$ cat config.mk
export PLATFORM = sky130hd
export DESIGN_NAME = udp_ipv4_checksum_core_flat
export DESIGN_NICKNAME = d
export VERILOG_FILES = /design/src/rtl/udpcs_pkg.sv /design/src/rtl/udpcs_in_if.sv /design/src/rtl/udpcs_out_if.sv /design/src/rtl/udpcs_hdr_sum.sv /design/src/rtl/udpcs_accum.sv /design/src/rtl/udpcs_out_reg.sv /design/src/rtl/udpcs_top_guard.sv /design/src/rtl/udp_ipv4_checksum_core.sv /design/src/flat_wrapper.sv
export SDC_FILE = /design/constraint.sdc
export NUM_CORES = 1
export LEC_CHECK = 0
export BUFFER_PORTS_ARGS = -buffer_cell sky130_fd_sc_hd__buf_2
export CORE_MARGIN = 8
export CORE_UTILIZATION = 40
export DETAILED_ROUTE_END_ITERATION = 8
export PLACE_DENSITY = 0.68
export SLEW_MARGIN = 20
export SYNTH_ARGS = -nofsm -noshare
export SYNTH_HDL_FRONTEND = slang
export SYNTH_SLANG_ARGS = --single-unit
export TNS_END_PERCENT = 30
$ cat constraint.sdc
create_clock -name clk -period 9.6 [get_ports clk]
set_input_delay 1.44 -clock clk [delete_from_list [all_inputs] [get_ports clk]]
set_output_delay 1.44 -clock clk [all_outputs]
set_load 0.05 [all_outputs]
$ cat src/rtl/udpcs_pkg.sv
// ----------------------------------------------------------------------------
// udpcs_pkg: shared types, constants and arithmetic helpers
// Constants of the UDP/IPv4 checksum datapath and the one's-complement fold.
// ----------------------------------------------------------------------------
`default_nettype none

package udpcs_pkg;

	localparam logic [15:0] PROTO_UDP      = 16'd17;
	localparam logic [15:0] HIGH_BYTE_MASK = 16'hFF00;
	localparam logic [15:0] LEN_MAX        = 16'hFFFF;

	// Control of the accumulator for the word held in stage one.
	typedef struct packed {
		logic step;         // the word in stage one is consumed this cycle
		logic single_byte;  // only the upper byte is valid
		logic last;         // the word ends the segment
	} acc_ctrl_t;

	// Folds a sum of up to eight 16-bit terms into a 16-bit one's-complement
	// value. A zero sum stays zero and any other sum lands in 1..0xFFFF.
	function automatic logic [15:0] ones_fold(input logic [18:0] s);
		logic [16:0] t;
		t = {1'b0, s[15:0]} + {14'b0, s[18:16]};
		return t[15:0] + {15'b0, t[16]};
	endfunction

endpackage

`default_nettype wire

$ cat src/rtl/udpcs_in_if.sv
// ----------------------------------------------------------------------------
// udpcs_in_if: segment word channel
// Valid/ready channel that carries one segment word and the IPv4 addresses.
// ----------------------------------------------------------------------------
`default_nettype none

interface udpcs_in_if;
	logic        valid;
	logic        ready;
	logic [15:0] data_word;
	logic        single_byte;
	logic        last;
	logic [31:0] src_ip;
	logic [31:0] dst_ip;

	modport source (
		output valid, data_word, single_byte, last, src_ip, dst_ip,
		input  ready
	);

	modport sink (
		input  valid, data_word, single_byte, last, src_ip, dst_ip,
		output ready
	);
endinterface

`default_nettype wire

$ cat src/rtl/udpcs_out_if.sv
// ----------------------------------------------------------------------------
// udpcs_out_if: checksum result channel
// Valid/ready channel that carries the checksum and the counted length.
// ----------------------------------------------------------------------------
`default_nettype none

interface udpcs_out_if;
	logic        valid;
	logic        ready;
	logic [15:0] checksum;
	logic [15:0] seg_length;
	logic        too_long;

	modport source (
		output valid, checksum, seg_length, too_long,
		input  ready
	);

	modport sink (
		input  valid, checksum, seg_length, too_long,
		output ready
	);
endinterface

`default_nettype wire

$ cat src/rtl/udpcs_hdr_sum.sv
// ----------------------------------------------------------------------------
// udpcs_hdr_sum: pseudo-header address sum
// Folds both IPv4 addresses and the protocol number into one 16-bit term.
// ----------------------------------------------------------------------------
`default_nettype none

module udpcs_hdr_sum (
	input  wire logic [31:0] src_ip,
	input  wire logic [31:0] dst_ip,
	output logic      [15:0] hdr_sum
);
	import udpcs_pkg::*;

	logic [18:0] raw_sum;

	always_comb begin
		raw_sum = {3'b0, src_ip[31:16]} + {3'b0, src_ip[15:0]}
		        + {3'b0, dst_ip[31:16]} + {3'b0, dst_ip[15:0]}
		        + {3'b0, PROTO_UDP};
		hdr_sum = ones_fold(raw_sum);
	end

endmodule

`default_nettype wire

$ cat src/rtl/udpcs_accum.sv
// ----------------------------------------------------------------------------
// udpcs_accum: running sum and length counter
// Holds the per-segment state and forms the final checksum on the last word.
// ----------------------------------------------------------------------------
`default_nettype none

module udpcs_accum (
	input  wire logic                  clk,
	input  wire logic                  arst_n,
	input  wire udpcs_pkg::acc_ctrl_t  ctrl,
	input  wire logic [15:0]           data_word,
	input  wire logic [15:0]           hdr_sum,
	output logic      [15:0]           checksum,
	output logic      [15:0]           seg_length,
	output logic                       too_long
);
	import udpcs_pkg::*;

	logic [15:0] sum_q;
	logic [15:0] count_q;
	logic        ovf_q;

	logic [15:0] word_m;
	logic [15:0] sum_nxt;
	logic [16:0] count_raw;
	logic [15:0] count_nxt;
	logic        ovf_nxt;
	logic [15:0] total;

	always_comb begin
		word_m    = ctrl.single_byte ? (data_word & HIGH_BYTE_MASK) : data_word;
		sum_nxt   = ones_fold({3'b0, sum_q} + {3'b0, word_m});
		count_raw = {1'b0, count_q} + (ctrl.single_byte ? 17'd1 : 17'd2);
		// The length saturates rather than wrapping.
		count_nxt = count_raw[16] ? LEN_MAX : count_raw[15:0];
		ovf_nxt   = ovf_q | count_raw[16];
		total     = ones_fold({3'b0, sum_nxt} + {3'b0, hdr_sum} + {3'b0, count_nxt});
		checksum   = ~total;
		seg_length = count_nxt;
		too_long   = ovf_nxt;
	end

	always_ff @(posedge clk or negedge arst_n) begin
		if (!arst_n) begin
			sum_q   <= '0;
			count_q <= '0;
			ovf_q   <= 1'b0;
		end else if (ctrl.step) begin
			if (ctrl.last) begin
				sum_q   <= '0;
				count_q <= '0;
				ovf_q   <= 1'b0;
			end else begin
				sum_q   <= sum_nxt;
				count_q <= count_nxt;
				ovf_q   <= ovf_nxt;
			end
		end
	end

endmodule

`default_nettype wire

$ cat src/rtl/udpcs_out_reg.sv
// ----------------------------------------------------------------------------
// udpcs_out_reg: result register
// Holds one checksum result until the downstream side takes it.
// ----------------------------------------------------------------------------
`default_nettype none

module udpcs_out_reg (
	input  wire logic        clk,
	input  wire logic        arst_n,
	input  wire logic        load,
	input  wire logic [15:0] checksum,
	input  wire logic [15:0] seg_length,
	input  wire logic        too_long,
	output logic             free,
	udpcs_out_if.source      res
);
	import udpcs_pkg::*;

	logic        valid_q;
	logic [15:0] checksum_q;
	logic [15:0] length_q;
	logic        too_long_q;

	assign free           = !valid_q || res.ready;
	assign res.valid      = valid_q;
	assign res.checksum   = checksum_q;
	assign res.seg_length = length_q;
	assign res.too_long   = too_long_q;

	always_ff @(posedge clk or negedge arst_n) begin
		if (!arst_n) begin
			valid_q <= 1'b0;
		end else if (load) begin
			valid_q <= 1'b1;
		end else if (res.ready) begin
			valid_q <= 1'b0;
		end
	end

	always_ff @(posedge clk) begin
		if (load) begin
			checksum_q <= checksum;
			length_q   <= seg_length;
			too_long_q <= too_long;
		end
	end

endmodule

`default_nettype wire

$ cat src/rtl/udpcs_top_guard.sv
// ----------------------------------------------------------------------------
// udpcs_top_guard: stage-one advance control
// Decides when the word held in stage one is consumed by the accumulator.
// ----------------------------------------------------------------------------
`default_nettype none

module udpcs_top_guard (
	input  wire logic valid_s1,
	input  wire logic last_s1,
	input  wire logic single_s1,
	input  wire logic out_free,
	output udpcs_pkg::acc_ctrl_t ctrl,
	output logic      load_out,
	output logic      in_ready
);
	import udpcs_pkg::*;

	always_comb begin
		// A word that ends the segment waits for room in the result register.
		ctrl.step        = valid_s1 && (!last_s1 || out_free);
		ctrl.single_byte = single_s1;
		ctrl.last        = last_s1;
		load_out         = ctrl.step && last_s1;
		in_ready         = !valid_s1 || ctrl.step;
	end

endmodule

`default_nettype wire

$ cat src/rtl/udp_ipv4_checksum_core.sv
// ----------------------------------------------------------------------------
// udp_ipv4_checksum_core: UDP over IPv4 checksum engine
// Accumulates a UDP segment and emits its RFC 768 pseudo-header checksum.
// ----------------------------------------------------------------------------
// The block takes one 16-bit big-endian segment word per clock and returns one
// result per segment, loaded into the result register when the word marked
// last leaves stage one. Each word passes an input register (stage one), where
// the pseudo-header address sum is already folded, and then a single
// end-around-carry add into the running sum; that add and the final three-term
// fold set the clock path. The result register decouples the sides: words keep
// flowing while a result waits, and input stalls only when a second last word
// finds the result still untaken. The length saturates at 65535 with too_long
// set, and a computed zero checksum is emitted as 0x0000.
`default_nettype none

module udp_ipv4_checksum_core (
	input  wire logic   clk,
	input  wire logic   arst_n,
	udpcs_in_if.sink    pkt,
	udpcs_out_if.source res
);
	import udpcs_pkg::*;

	logic        valid_s1;
	logic [15:0] word_s1;
	logic        single_s1;
	logic        last_s1;
	logic [15:0] hdr_s1;

	logic [15:0] hdr_sum;
	logic [15:0] checksum;
	logic [15:0] seg_length;
	logic        too_long;
	logic        out_free;
	logic        load_out;
	acc_ctrl_t   ctrl;

	udpcs_hdr_sum u_hdr (
		.src_ip  (pkt.src_ip),
		.dst_ip  (pkt.dst_ip),
		.hdr_sum (hdr_sum)
	);

	udpcs_top_guard u_guard (
		.valid_s1  (valid_s1),
		.last_s1   (last_s1),
		.single_s1 (single_s1),
		.out_free  (out_free),
		.ctrl      (ctrl),
		.load_out  (load_out),
		.in_ready  (pkt.ready)
	);

	always_ff @(posedge clk or negedge arst_n) begin
		if (!arst_n) begin
			valid_s1 <= 1'b0;
		end else if (pkt.valid && pkt.ready) begin
			valid_s1 <= 1'b1;
		end else if (ctrl.step) begin
			valid_s1 <= 1'b0;
		end
	end

	always_ff @(posedge clk) begin
		if (pkt.valid && pkt.ready) begin
			word_s1   <= pkt.data_word;
			single_s1 <= pkt.single_byte;
			last_s1   <= pkt.last;
			hdr_s1    <= hdr_sum;
		end
	end

	udpcs_accum u_accum (
		.clk        (clk),
		.arst_n     (arst_n),
		.ctrl       (ctrl),
		.data_word  (word_s1),
		.hdr_sum    (hdr_s1),
		.checksum   (checksum),
		.seg_length (seg_length),
		.too_long   (too_long)
	);

	udpcs_out_reg u_out (
		.clk        (clk),
		.arst_n     (arst_n),
		.load       (load_out),
		.checksum   (checksum),
		.seg_length (seg_length),
		.too_long   (too_long),
		.free       (out_free),
		.res        (res)
	);

	// A segment end that is consumed must show up as a result transaction.
	a_result_follows_last: assert property (
		@(posedge clk) disable iff (!arst_n)
		(ctrl.step && last_s1) |=> res.valid
	) else $error("last word consumed without a result");

	// Input only stalls when a finished segment is blocked by a pending result.
	a_stall_reason: assert property (
		@(posedge clk) disable iff (!arst_n)
		!pkt.ready |-> (valid_s1 && last_s1 && res.valid && !res.ready)
	) else $error("input stalled without a blocked result");

	// A saturated length is always reported as the maximum value.
	a_too_long_len: assert property (
		@(posedge clk) disable iff (!arst_n)
		(res.valid && res.too_long) |-> (res.seg_length == LEN_MAX)
	) else $error("too_long set with unsaturated length");

endmodule

`default_nettype wire

$ cat src/flat_wrapper.sv
// flat-port wrapper written by rule: the top's interface ports become plain ports
module udp_ipv4_checksum_core_flat import udpcs_pkg::*;
  (clk, arst_n, pkt_valid, pkt_data_word, pkt_single_byte, pkt_last, pkt_src_ip, pkt_dst_ip, pkt_ready, res_valid, res_checksum, res_seg_length, res_too_long, res_ready);
  udpcs_in_if pkt_i ();
  udpcs_out_if res_i ();
  input  wire logic clk;
  input  wire logic arst_n;
  input wire logic [$bits(pkt_i.valid)-1:0] pkt_valid;
  input wire logic [$bits(pkt_i.data_word)-1:0] pkt_data_word;
  input wire logic [$bits(pkt_i.single_byte)-1:0] pkt_single_byte;
  input wire logic [$bits(pkt_i.last)-1:0] pkt_last;
  input wire logic [$bits(pkt_i.src_ip)-1:0] pkt_src_ip;
  input wire logic [$bits(pkt_i.dst_ip)-1:0] pkt_dst_ip;
  output wire logic [$bits(pkt_i.ready)-1:0] pkt_ready;
  output wire logic [$bits(res_i.valid)-1:0] res_valid;
  output wire logic [$bits(res_i.checksum)-1:0] res_checksum;
  output wire logic [$bits(res_i.seg_length)-1:0] res_seg_length;
  output wire logic [$bits(res_i.too_long)-1:0] res_too_long;
  input wire logic [$bits(res_i.ready)-1:0] res_ready;
  assign pkt_i.valid = pkt_valid;
  assign pkt_i.data_word = pkt_data_word;
  assign pkt_i.single_byte = pkt_single_byte;
  assign pkt_i.last = pkt_last;
  assign pkt_i.src_ip = pkt_src_ip;
  assign pkt_i.dst_ip = pkt_dst_ip;
  assign pkt_ready = pkt_i.ready;
  assign res_valid = res_i.valid;
  assign res_checksum = res_i.checksum;
  assign res_seg_length = res_i.seg_length;
  assign res_too_long = res_i.too_long;
  assign res_i.ready = res_ready;
  udp_ipv4_checksum_core u_core (.clk(clk), .arst_n(arst_n), .pkt(pkt_i), .res(res_i));
endmodule
==> run summary, run 1 <==
Slew Limit Fails = 0
Die Area = 28830 µm²
RR Startpoint = u_core.single_s1$_DFFE_PP_
achievable frequency = 0.1004 GHz
fraction of layout cells with a size suffix above 1 = 27.82%
Post-synth top cells = inv_1, ha_1, edfxtp_1, xnor2_1, a21oi_1
multi-input logic area = 6514 µm²
Total GRT Usage = 15.52%
min Tclk post-route = 9962 ps
critical path type = register to register
Slowest-stage cell, CP = fa_2
register area share after synthesis = 30.53%
Layout Utilization = 51.51%
flip-flop and latch area = 2888 µm²
Crit path largest cell delay = 610 ps
Overflow after GRT = 0
placed insts = 1508
cell count after synthesis = 979
Least-Margin Pin Slew = 1121 ps
Yosys cell types = 72
placed inst area = 11370 µm²
CTS max path bufs = 2
HPWL after detailed placement = 18.16 mm
skew final = 7.839 ps
CP Capture Point = u_core.u_out.res.checksum[15]$_DFFE_PP_
Filler Cells Inserted = 2123
Layout area overhead = 27.06%
H-tree depth = 3
Final Hold Viols = 0
fin nets = 1437
Design Area, Final = 12020 µm²
DRT iter0 DRCs = 349
Hold WC Path Type = register to register
fin crit share = 103.8%
core area = 23330 µm²
Post-synth top flop = edfxtp_1
Synth Area per Inst = 9.662 µm²
Routed Antenna Nets = 0
status = finished with violations
CP arrival = 10070 ps
clock sink total = 102
leading area contributor after synthesis = edfxtp_1
Worst R2R End = u_core.u_out.res.checksum[15]$_DFFE_PP_
initial antenna violation count = 1
CP startpoint kind = register
TritonCTS buffer count = 9
failing checks = negative setup slack
RSZ-0062 raised after global routing = true
vias per cell = 5.099
clock tree from TritonCTS = done
Final GP Congestion = 0.8714
clk_lat worst skew = 350 ps
non-filler instance count after layout = 1541
Critical Path RT = 9700 ps
Die Span Y = 169.8 µm
number of synthesized flops with an enable pin = 67
Pre-antenna DRT Iters = 5
average routed wire per standard cell = 14.59 µm
Crit. Startpoint = u_core.single_s1$_DFFE_PP_
Initial Utilization = 40.54%
Max Cap Viol = 0
CTS clk-pin slew, worst paths = 70 ps
Ports = 121
slew margin rel. = 25.19%
first-pass GRT wire length = 36.86 mm
synth warn = 0
final setup violation count = 9
PortBufs = 120
Yosys reg bits = 102
R2R depth = 52
Async SR Flop Fraction = 34.31%
dpl ws = -495.6 ps
final WL = 22.48 mm
syn_nets = 1199
detailed-route via count = 7858
vias in the first global route = 8031
diode count = 0
# rows = 56
post-synth top area share = 21.27%
largest net degree at the start of global routing = 37
setup ws final = -362.4 ps
clock root buffer = clkbuf_16
Mapped Area = 9459 µm²
Hold Path Depth = 2
CP Max Fanout = 4
most common cell in the netlist = inv_1
reg2reg setup slack = -360 ps
Area contributors post-synth = edfxtp_1, ha_1, dfrtp_1
crit end category = register
# DRC = 0
die width = 169.8 µm
layer usage:
metal  vias up  global-route usage (%)  routed length [µm]
met5         -                       0                  10
met2       182                   26.85               10600
li1       3967                       -                   -
met1      3664                   18.77               10030
met4         2                   7.003                 689
met3        43                   2.349                1150
worst min path at each step:
stage	slack [ps]	end	startpoint
floorplan	440	u_core.u_accum.ovf_q$_DFFE_PN0P_	u_core.u_accum.ovf_q$_DFFE_PN0P_
finish	480	u_core.u_accum.ovf_q$_DFFE_PN0P_	u_core.u_accum.ovf_q$_DFFE_PN0P_
global route	510	u_core.u_accum.ovf_q$_DFFE_PN0P_	u_core.u_accum.ovf_q$_DFFE_PN0P_
CTS	490	u_core.u_accum.ovf_q$_DFFE_PN0P_	u_core.u_accum.ovf_q$_DFFE_PN0P_
detailed placement	470	u_core.u_accum.ovf_q$_DFFE_PN0P_	u_core.u_accum.ovf_q$_DFFE_PN0P_
global placement	460	u_core.u_accum.ovf_q$_DFFE_PN0P_	u_core.u_accum.ovf_q$_DFFE_PN0P_
per-stage QoR:
step,hold slack (ps),TNS (ps)
floorplan,441.3,-1441
global placement,457.5,-478.3
detailed placement,471.2,-2704
CTS,486.8,-1229
global route,509.4,-7485
finish,478.8,-2017
state kept, by name, summed over array words and instances, names as in the netlist:
name                         count
u_core.word_s1                  16
u_core.u_out.res.checksum       16
u_core.last_s1                   1
u_core.valid_s1                  1
u_core.u_out.res.too_long        1
u_core.u_accum.sum_q            16
u_core.u_accum.count_q          16
u_core.u_out.res.seg_length     16
u_core.u_accum.ovf_q             1
u_core.hdr_s1                   16
u_core.u_out.res.valid           1
u_core.single_s1                 1
repair_timing:
action / CTS / global route
buffers inserted: 12 / 6
setup endpoints to repair: 12 / 26
gates resized for setup: 13 / 31
hold buffers: 0 / 0
pin swaps: 11 / 14
placed cells by master (no fill, tap or decap), types with 5 or more instances in the layout:
cell type,n
a21o_1,11
a21oi_1,55
a21oi_2,6
a22o_1,23
a31oi_1,6
and2_1,8
and3_1,23
buf_2,120
buf_4,119
clkbuf_16,11
dfrtp_1,35
edfxtp_1,67
fa_1,35
ha_1,85
ha_4,7
inv_1,102
nand2_1,55
nand2b_1,14
nand3_1,29
nand3b_1,11
nor2_1,50
nor2b_1,23
nor3_1,15
o21a_1,11
o21ai_0,26
o21ai_2,5
o21bai_1,12
or3_1,5
xnor2_1,66
xor2_1,50
critical path, delay by kind of cell, from the launching register on:
kind                     cells  cell delay [ps]
AO/OA/AOI/OAI               19             2960
XOR/XNOR                     3              510
adder cells (fa/ha/maj)     11             2590
buffers and inverters        1               40
flip-flops                   1              410
AND/OR/NAND/NOR             18             3200
layout make-up:
class | instances | share of cell area, %
Clock buffer | 13 | 2.436
Timing Repair Buffer | 241 | 12.62
Tap cell | 319 | 3.321
Sequential cell | 102 | 24.03
Multi-Input combinational cell | 760 | 54.20
Inverter | 103 | 3.217
Clock inverter | 3 | 0.1874
cell families (layout without fill, tap and decap cells):
group	Yosys count	in the layout	synth area share, %
xor gates and xnor gates	121	121	11.28
adders and majority gates	136	136	20.95
and+or+nand+nor	282	282	16.05
AOI/OAI and AO/OA	220	220	16.32
buffers and inverters	117	360	4.749
muxes	1	1	0.1190
DFF	102	102	30.53
Power of run 1 is left out: the tool's default activity adds up to more than one toggle a clock period on the data nets, which glitch-free logic cannot reach.
==> inputs of run 2 (changes only) <==
--- a/config.mk
+++ b/config.mk
@@ -10,6 +10,7 @@
 export CORE_UTILIZATION = 40
 export DETAILED_ROUTE_END_ITERATION = 8
 export PLACE_DENSITY = 0.68
+export REMOVE_ABC_BUFFERS = 1
 export SLEW_MARGIN = 20
 export SYNTH_ARGS = -nofsm -noshare
 export SYNTH_HDL_FRONTEND = slang
==> run 2 against run 1 <==
The run still ends with negative setup slack left; global-route usage increased by 1.0 points; critical path depth increased by 3; count of clock-buffer cells in the layout decreased by 4; first-iteration DRC count increased by 43%.
==> run summary, run 2 (same netlist as run 1, synthesis figures left out) <==
fin nets = 1482 (was 1437)
initial antenna violation count = 0 (was 1)
Worst R2R End = u_core.u_out.res.checksum[15]$_DFFE_PP_ (unchanged)
R2R depth = 55 (was 52)
# hold bufs at CTS = 0 (unchanged)
vias per cell = 5.108 (was 5.099)
slew margin rel. = 39.61% (was 25.19%)
Design Area, Final = 12400 µm² (was 12020 µm²)
H-tree depth = 3 (unchanged)
Max Cap Viol = 0 (unchanged)
Die Span Y = 169.8 µm (unchanged)
HPWL after detailed placement = 18.61 mm (was 18.16 mm)
reg2reg setup slack = -670 ps (was -360 ps)
diode count = 0 (unchanged)
Crit path largest cell delay = 420 ps (was 610 ps)
RSZ-0062 raised after global routing = true (unchanged)
setup ws final = -671.7 ps (was -362.4 ps)
CP arrival = 10390 ps (was 10070 ps)
final WL = 23.86 mm (was 22.48 mm)
DRT iter0 DRCs = 499 (was 349)
clock sink total = 102 (unchanged)
detailed-route via count = 8101 (was 7858)
largest net degree at the start of global routing = 36 (was 37)
clock tree from TritonCTS = done (unchanged)
RR Startpoint = u_core.single_s1$_DFFE_PP_ (unchanged)
failing checks = negative setup slack (unchanged)
Die Area = 28830 µm² (unchanged)
skew final = 12.04 ps (was 7.839 ps)
Slew Limit Fails = 0 (unchanged)
CTS clk-pin slew, worst paths = 70 ps (about the same)
core area = 23330 µm² (unchanged)
final setup violation count = 13 (was 9)
CP dominant cell by count = buf_4
Critical Path RT = 9720 ps (was 9700 ps)
# rows = 56 (unchanged)
Overflow after GRT = 0 (unchanged)
Routed Antenna Nets = 0 (unchanged)
Layout area overhead = 31.12% (was 27.06%)
Total GRT Usage = 16.52% (was 15.52%)
Hold Path Depth = 2 (unchanged)
Ports = 121 (unchanged)
Pre-antenna DRT Iters = 4 (was 5)
commonest non-fill, non-tap cell in the layout = buf_4 (was buf_2)
CP Max Fanout = 8 (was 4)
achievable frequency = 0.09736 GHz (was 0.1004 GHz)
crit end category = register (unchanged)
fraction of layout cells with a size suffix above 1 = 30.39% (was 27.82%)
PortBufs = 120 (unchanged)
average routed wire per standard cell = 15.05 µm (was 14.59 µm)
fin crit share = 107.0% (was 103.8%)
first-pass GRT wire length = 38.93 mm (was 36.86 mm)
Slowest-stage cell, CP = edfxtp_1 (was fa_2)
Least-Margin Pin Slew = 905.9 ps (was 1121 ps)
Initial Utilization = 40.54% (unchanged)
most frequent cells in the layout = buf_4, buf_2, inv_1 (was buf_2, buf_4, inv_1)
placed inst area = 11430 µm² (was 11370 µm²)
# DRC = 0 (unchanged)
vias in the first global route = 8227 (was 8031)
clock root buffer = clkbuf_16 (unchanged)
Final GP Congestion = 0.8702 (was 0.8714)
clk_lat worst skew = 360 ps (was 350 ps)
Hold WC Path Type = register to register (unchanged)
critical path type = register to register (unchanged)
Final Hold Viols = 0 (unchanged)
die width = 169.8 µm (unchanged)
status = finished with violations (unchanged)
Worst Hold End = u_core.u_accum.ovf_q$_DFFE_PN0P_ (unchanged)
TritonCTS buffer count = 9 (unchanged)
min Tclk post-route = 10270 ps (was 9962 ps)
min-delay src = u_core.u_accum.ovf_q$_DFFE_PN0P_ (unchanged)
CTS max path bufs = 2 (unchanged)
Sum Neg Setup Slack = -5516 ps (was -2017 ps)
CP startpoint kind = register (unchanged)
## run 2: how the worst max path moves through the flow
| stage | start | endpoint | depth (start not counted) |
|---|---|---|---|
| finish | u_core.single_s1$_DFFE_PP_ | u_core.u_out.res.checksum[15]$_DFFE_PP_ | 55 |
| global route | u_core.single_s1$_DFFE_PP_ | u_core.u_out.res.checksum[15]$_DFFE_PP_ | 57 |
| CTS | u_core.single_s1$_DFFE_PP_ | u_core.u_out.res.checksum[10]$_DFFE_PP_ | 54 |
| detailed placement | u_core.single_s1$_DFFE_PP_ | u_core.u_out.res.checksum[15]$_DFFE_PP_ | 53 |
| global placement | u_core.single_s1$_DFFE_PP_ | u_core.u_out.res.checksum[15]$_DFFE_PP_ | 53 |
| floorplan | u_core.single_s1$_DFFE_PP_ | u_core.u_out.res.checksum[15]$_DFFE_PP_ | 52 |
## run 2: cell type report
class	count	area, µm²
clock buffers	9	225.2
clock inverters	7	120.1
fillers	2076	10930
inverters	103	386.6
multi-input cells	760	6523
flip-flops and latches	102	2888
well taps	319	399.1
repair buffers	286	1862
## run 2: stage by stage
step / hold slack, ps / cells / utilization, % / setup slack (ps)
floorplan: 441.3 / 965 / - / -861.6
global placement: 456.8 / 1541 / 48.98 / -616.3
detailed placement: 466.3 / 1541 / 48.98 / -1144
CTS: 481.5 / 1579 / 51.93 / -475.7
global route: 524.0 / 1586 / 53.16 / -1215
finish: 481.3 / 1586 / 53.16 / -671.7
## run 2: worst max-delay path, delay by kind of cell (launching register included)
kind / cells / cell delay (ps)
compound gates: 18 / 2850
simple gates: 12 / 2230
buf+inv: 14 / 1980
fa+ha+maj: 8 / 1920
xor+xnor: 3 / 600
flops: 1 / 420
## run 2: layer usage
layer / up-vias / routed length, µm / share of wire (%) / global-route usage [%]
met5: - / 0 / 0 / 0
met4: 0 / 528 / 2.2 / 5.156
met3: 37 / 970 / 4.1 / 2.791
met2: 193 / 11700 / 49 / 28.64
met1: 3807 / 10670 / 45 / 20.60
li1: 4064 / - / - / -
## run 2: repair_timing
action                     4_1_cts  5_1_grt
resized for setup               43       45
buffers inserted                22        8
gates cloned                     0        0
pin swaps                       35       36
setup endpoints to repair       16       28
Power of run 2 is left out for the same reason.
==> inputs of run 3 (changes only) <==
--- a/config.mk
+++ b/config.mk
@@ -7,9 +7,9 @@
 export LEC_CHECK = 0
 export BUFFER_PORTS_ARGS = -buffer_cell sky130_fd_sc_hd__buf_2
 export CORE_MARGIN = 8
-export CORE_UTILIZATION = 40
+export CORE_UTILIZATION = 35
 export DETAILED_ROUTE_END_ITERATION = 8
-export PLACE_DENSITY = 0.68
+export PLACE_DENSITY = 0.62
 export REMOVE_ABC_BUFFERS = 1
 export SLEW_MARGIN = 20
 export SYNTH_ARGS = -nofsm -noshare
==> run 3 against run 2 <==
The run still ends with negative setup slack left; clock skew down 1.1 ps; via count down 0.58%; highest routed layer unchanged; sequential cell count unchanged; design area up 0.47%; sequential share of layout area down 0.11 points; setup slack better by 150 ps; non-clock buffer count up 7; die area up 13%; register-to-register slack better by 150 ps; utilization down 6.5 points; cell count up 1.8%; largest cell class unchanged; maximum frequency up 1.5%; critical path type unchanged.
==> run summary, run 3 (same netlist as run 1, synthesis figures left out) <==
status = finished with violations (unchanged)
failing checks = negative setup slack (unchanged)
# DRC = 0 (unchanged)
CP startpoint kind = register (unchanged)
placed inst area = 11460 µm² (was 11430 µm²)
PortBufs = 120 (unchanged)
achievable frequency = 0.09884 GHz (was 0.09736 GHz)
DRT iter0 DRCs = 390 (was 499)
Total GRT Usage = 14.58% (was 16.52%)
setup ws final = -517.7 ps (was -671.7 ps)
Initial Utilization = 35.39% (was 40.54%)
first-pass GRT wire length = 39.34 mm (was 38.93 mm)
Worst Hold Margin = 483.9 ps (was 481.3 ps)
Die Span Y = 180.4 µm (was 169.8 µm)
H-tree depth = 3 (unchanged)
Overflow after GRT = 0 (unchanged)
Filler Cells Inserted = 2540 (was 2076)
non-filler instance count after layout = 1615 (was 1586)
commonest non-fill, non-tap cell in the layout = buf_4 (unchanged)
largest net degree at the start of global routing = 37 (was 36)
CP bufs+invs = 3 (was 14)
fin nets = 1489 (was 1482)
Routed Antenna Nets = 0 (unchanged)
vias in the first global route = 8245 (was 8227)
average routed wire per standard cell = 14.90 µm (was 15.05 µm)
fin crit share = 105.4% (was 107.0%)
CP Max Fanout = 3 (was 8)
clock root buffer = clkbuf_16 (unchanged)
largest delay contributor family on the critical path = simple AND/OR/NAND/NOR gates (was compound AO/OA/AOI/OAI gates)
Design Area, Final = 12460 µm² (was 12400 µm²)
CP arrival = 10210 ps (was 10390 ps)
Hold WC Path Type = register to register (unchanged)
CTS max path bufs = 2 (unchanged)
Slowest-stage cell, CP = fa_2 (was edfxtp_1)
clk_lat worst skew = 360 ps (about the same)
crit end category = register (unchanged)
Layout area overhead = 31.75% (was 31.12%)
TritonCTS buffer count = 9 (unchanged)
Layout Utilization = 46.63% (was 53.16%)
slew margin rel. = 41.66% (was 39.61%)
skew final = 10.90 ps (was 12.04 ps)
die width = 180.4 µm (was 169.8 µm)
clock tree from TritonCTS = done (unchanged)
min Tclk post-route = 10120 ps (was 10270 ps)
Critical Path RT = 9700 ps (was 9720 ps)
Final GP Congestion = 0.8613 (was 0.8702)
CTS clk-pin slew, worst paths = 70 ps (about the same)
detailed-route via count = 8054 (was 8101)
Max Cap Viol = 0 (unchanged)
# rows = 60 (was 56)
core area = 26730 µm² (was 23330 µm²)
HPWL after detailed placement = 19.30 mm (was 18.61 mm)
Die Area = 32540 µm² (was 28830 µm²)
Least-Margin Pin Slew = 875.2 ps (was 905.9 ps)
placed insts = 1564 (was 1541)
Pre-antenna DRT Iters = 5 (was 4)
clock sink total = 102 (unchanged)
# hold bufs at CTS = 0 (unchanged)
Crit path largest cell delay = 580 ps (was 420 ps)
most frequent cells in the layout = buf_4, buf_2, inv_1 (unchanged)
final setup violation count = 9 (was 13)
initial antenna violation count = 0 (unchanged)
Slew Limit Fails = 0 (unchanged)
RSZ-0062 raised after global routing = true (unchanged)
vias per cell = 4.987 (was 5.108)
Ports = 121 (unchanged)
fraction of layout cells with a size suffix above 1 = 30.69% (was 30.39%)
Final Hold Viols = 0 (unchanged)
critical path type = register to register (unchanged)
final WL = 24.06 mm (was 23.86 mm)
diode count = 0 (unchanged)
run 3: timing repair:
item                                    4_1_cts  5_1_grt
pin swaps                                    34       18
endpoints found under the setup margin       16       27
setup buffers                                22       13
gates resized for setup                      44       41
run 3: metrics by stage:
stage | TNS [ps] | setup WS (ps)
finish | -3767 | -517.7
global route | -12860 | -1198
CTS | -2502 | -451.1
detailed placement | -9756 | -1094
global placement | -4808 | -661.4
floorplan | -7127 | -861.6
run 3: final timing paths:
path                                                      from                                      end  slack (ps)  cells past startpoint
min                        u_core.u_accum.sum_q[0]$_DFFE_PN0P_      u_core.u_accum.sum_q[0]$_DFFE_PN0P_         480                      2
max                                 u_core.single_s1$_DFFE_PP_  u_core.u_out.res.checksum[10]$_DFFE_PP_        -520                     54
max reg2reg                         u_core.single_s1$_DFFE_PP_  u_core.u_out.res.checksum[10]$_DFFE_PP_        -520                     54
min in group asynchronous                               arst_n     u_core.u_accum.sum_q[11]$_DFFE_PN0P_        1200                      1
min reg2reg                u_core.u_accum.sum_q[0]$_DFFE_PN0P_      u_core.u_accum.sum_q[0]$_DFFE_PN0P_         480                      2
max in group asynchronous                               arst_n    u_core.u_accum.count_q[5]$_DFFE_PN0P_        7850                      1
run 3: cell type report:
| class | instances | area [µm²] | area share [%] |
|---|---|---|---|
| Clock buffer | 11 | 254.0 | 2.038 |
| Clock inverter | 5 | 81.33 | 0.6526 |
| Inverter | 103 | 386.6 | 3.102 |
| Multi-Input combinational cell | 760 | 6519 | 52.31 |
| Sequential cell | 102 | 2888 | 23.17 |
| Tap cell | 341 | 426.7 | 3.424 |
| Timing Repair Buffer | 293 | 1907 | 15.30 |
run 3: worst reg2reg max path: cells and delay by family (launching register included):
family	cells	cell delay, ps
and+or+nand+nor	18	3060
DFF	1	410
buffers and inverters	3	430
adders and majority gates	11	2610
xor gates and xnor gates	3	540
AOI/OAI and AO/OA	19	2840
run 3: layer usage:
layer  wire length [µm]  share of wire [%]  vias up  global-route usage, %
met5                  0                  0        -                      0
li1                   -                  -     4084                      -
met4                425                1.8        0                  4.431
met1              10770                 45     3765                  17.59
met2              11910                 49      172                  26.26
met3                960                4.0       33                  2.278
Power of run 3 is left out for the same reason.
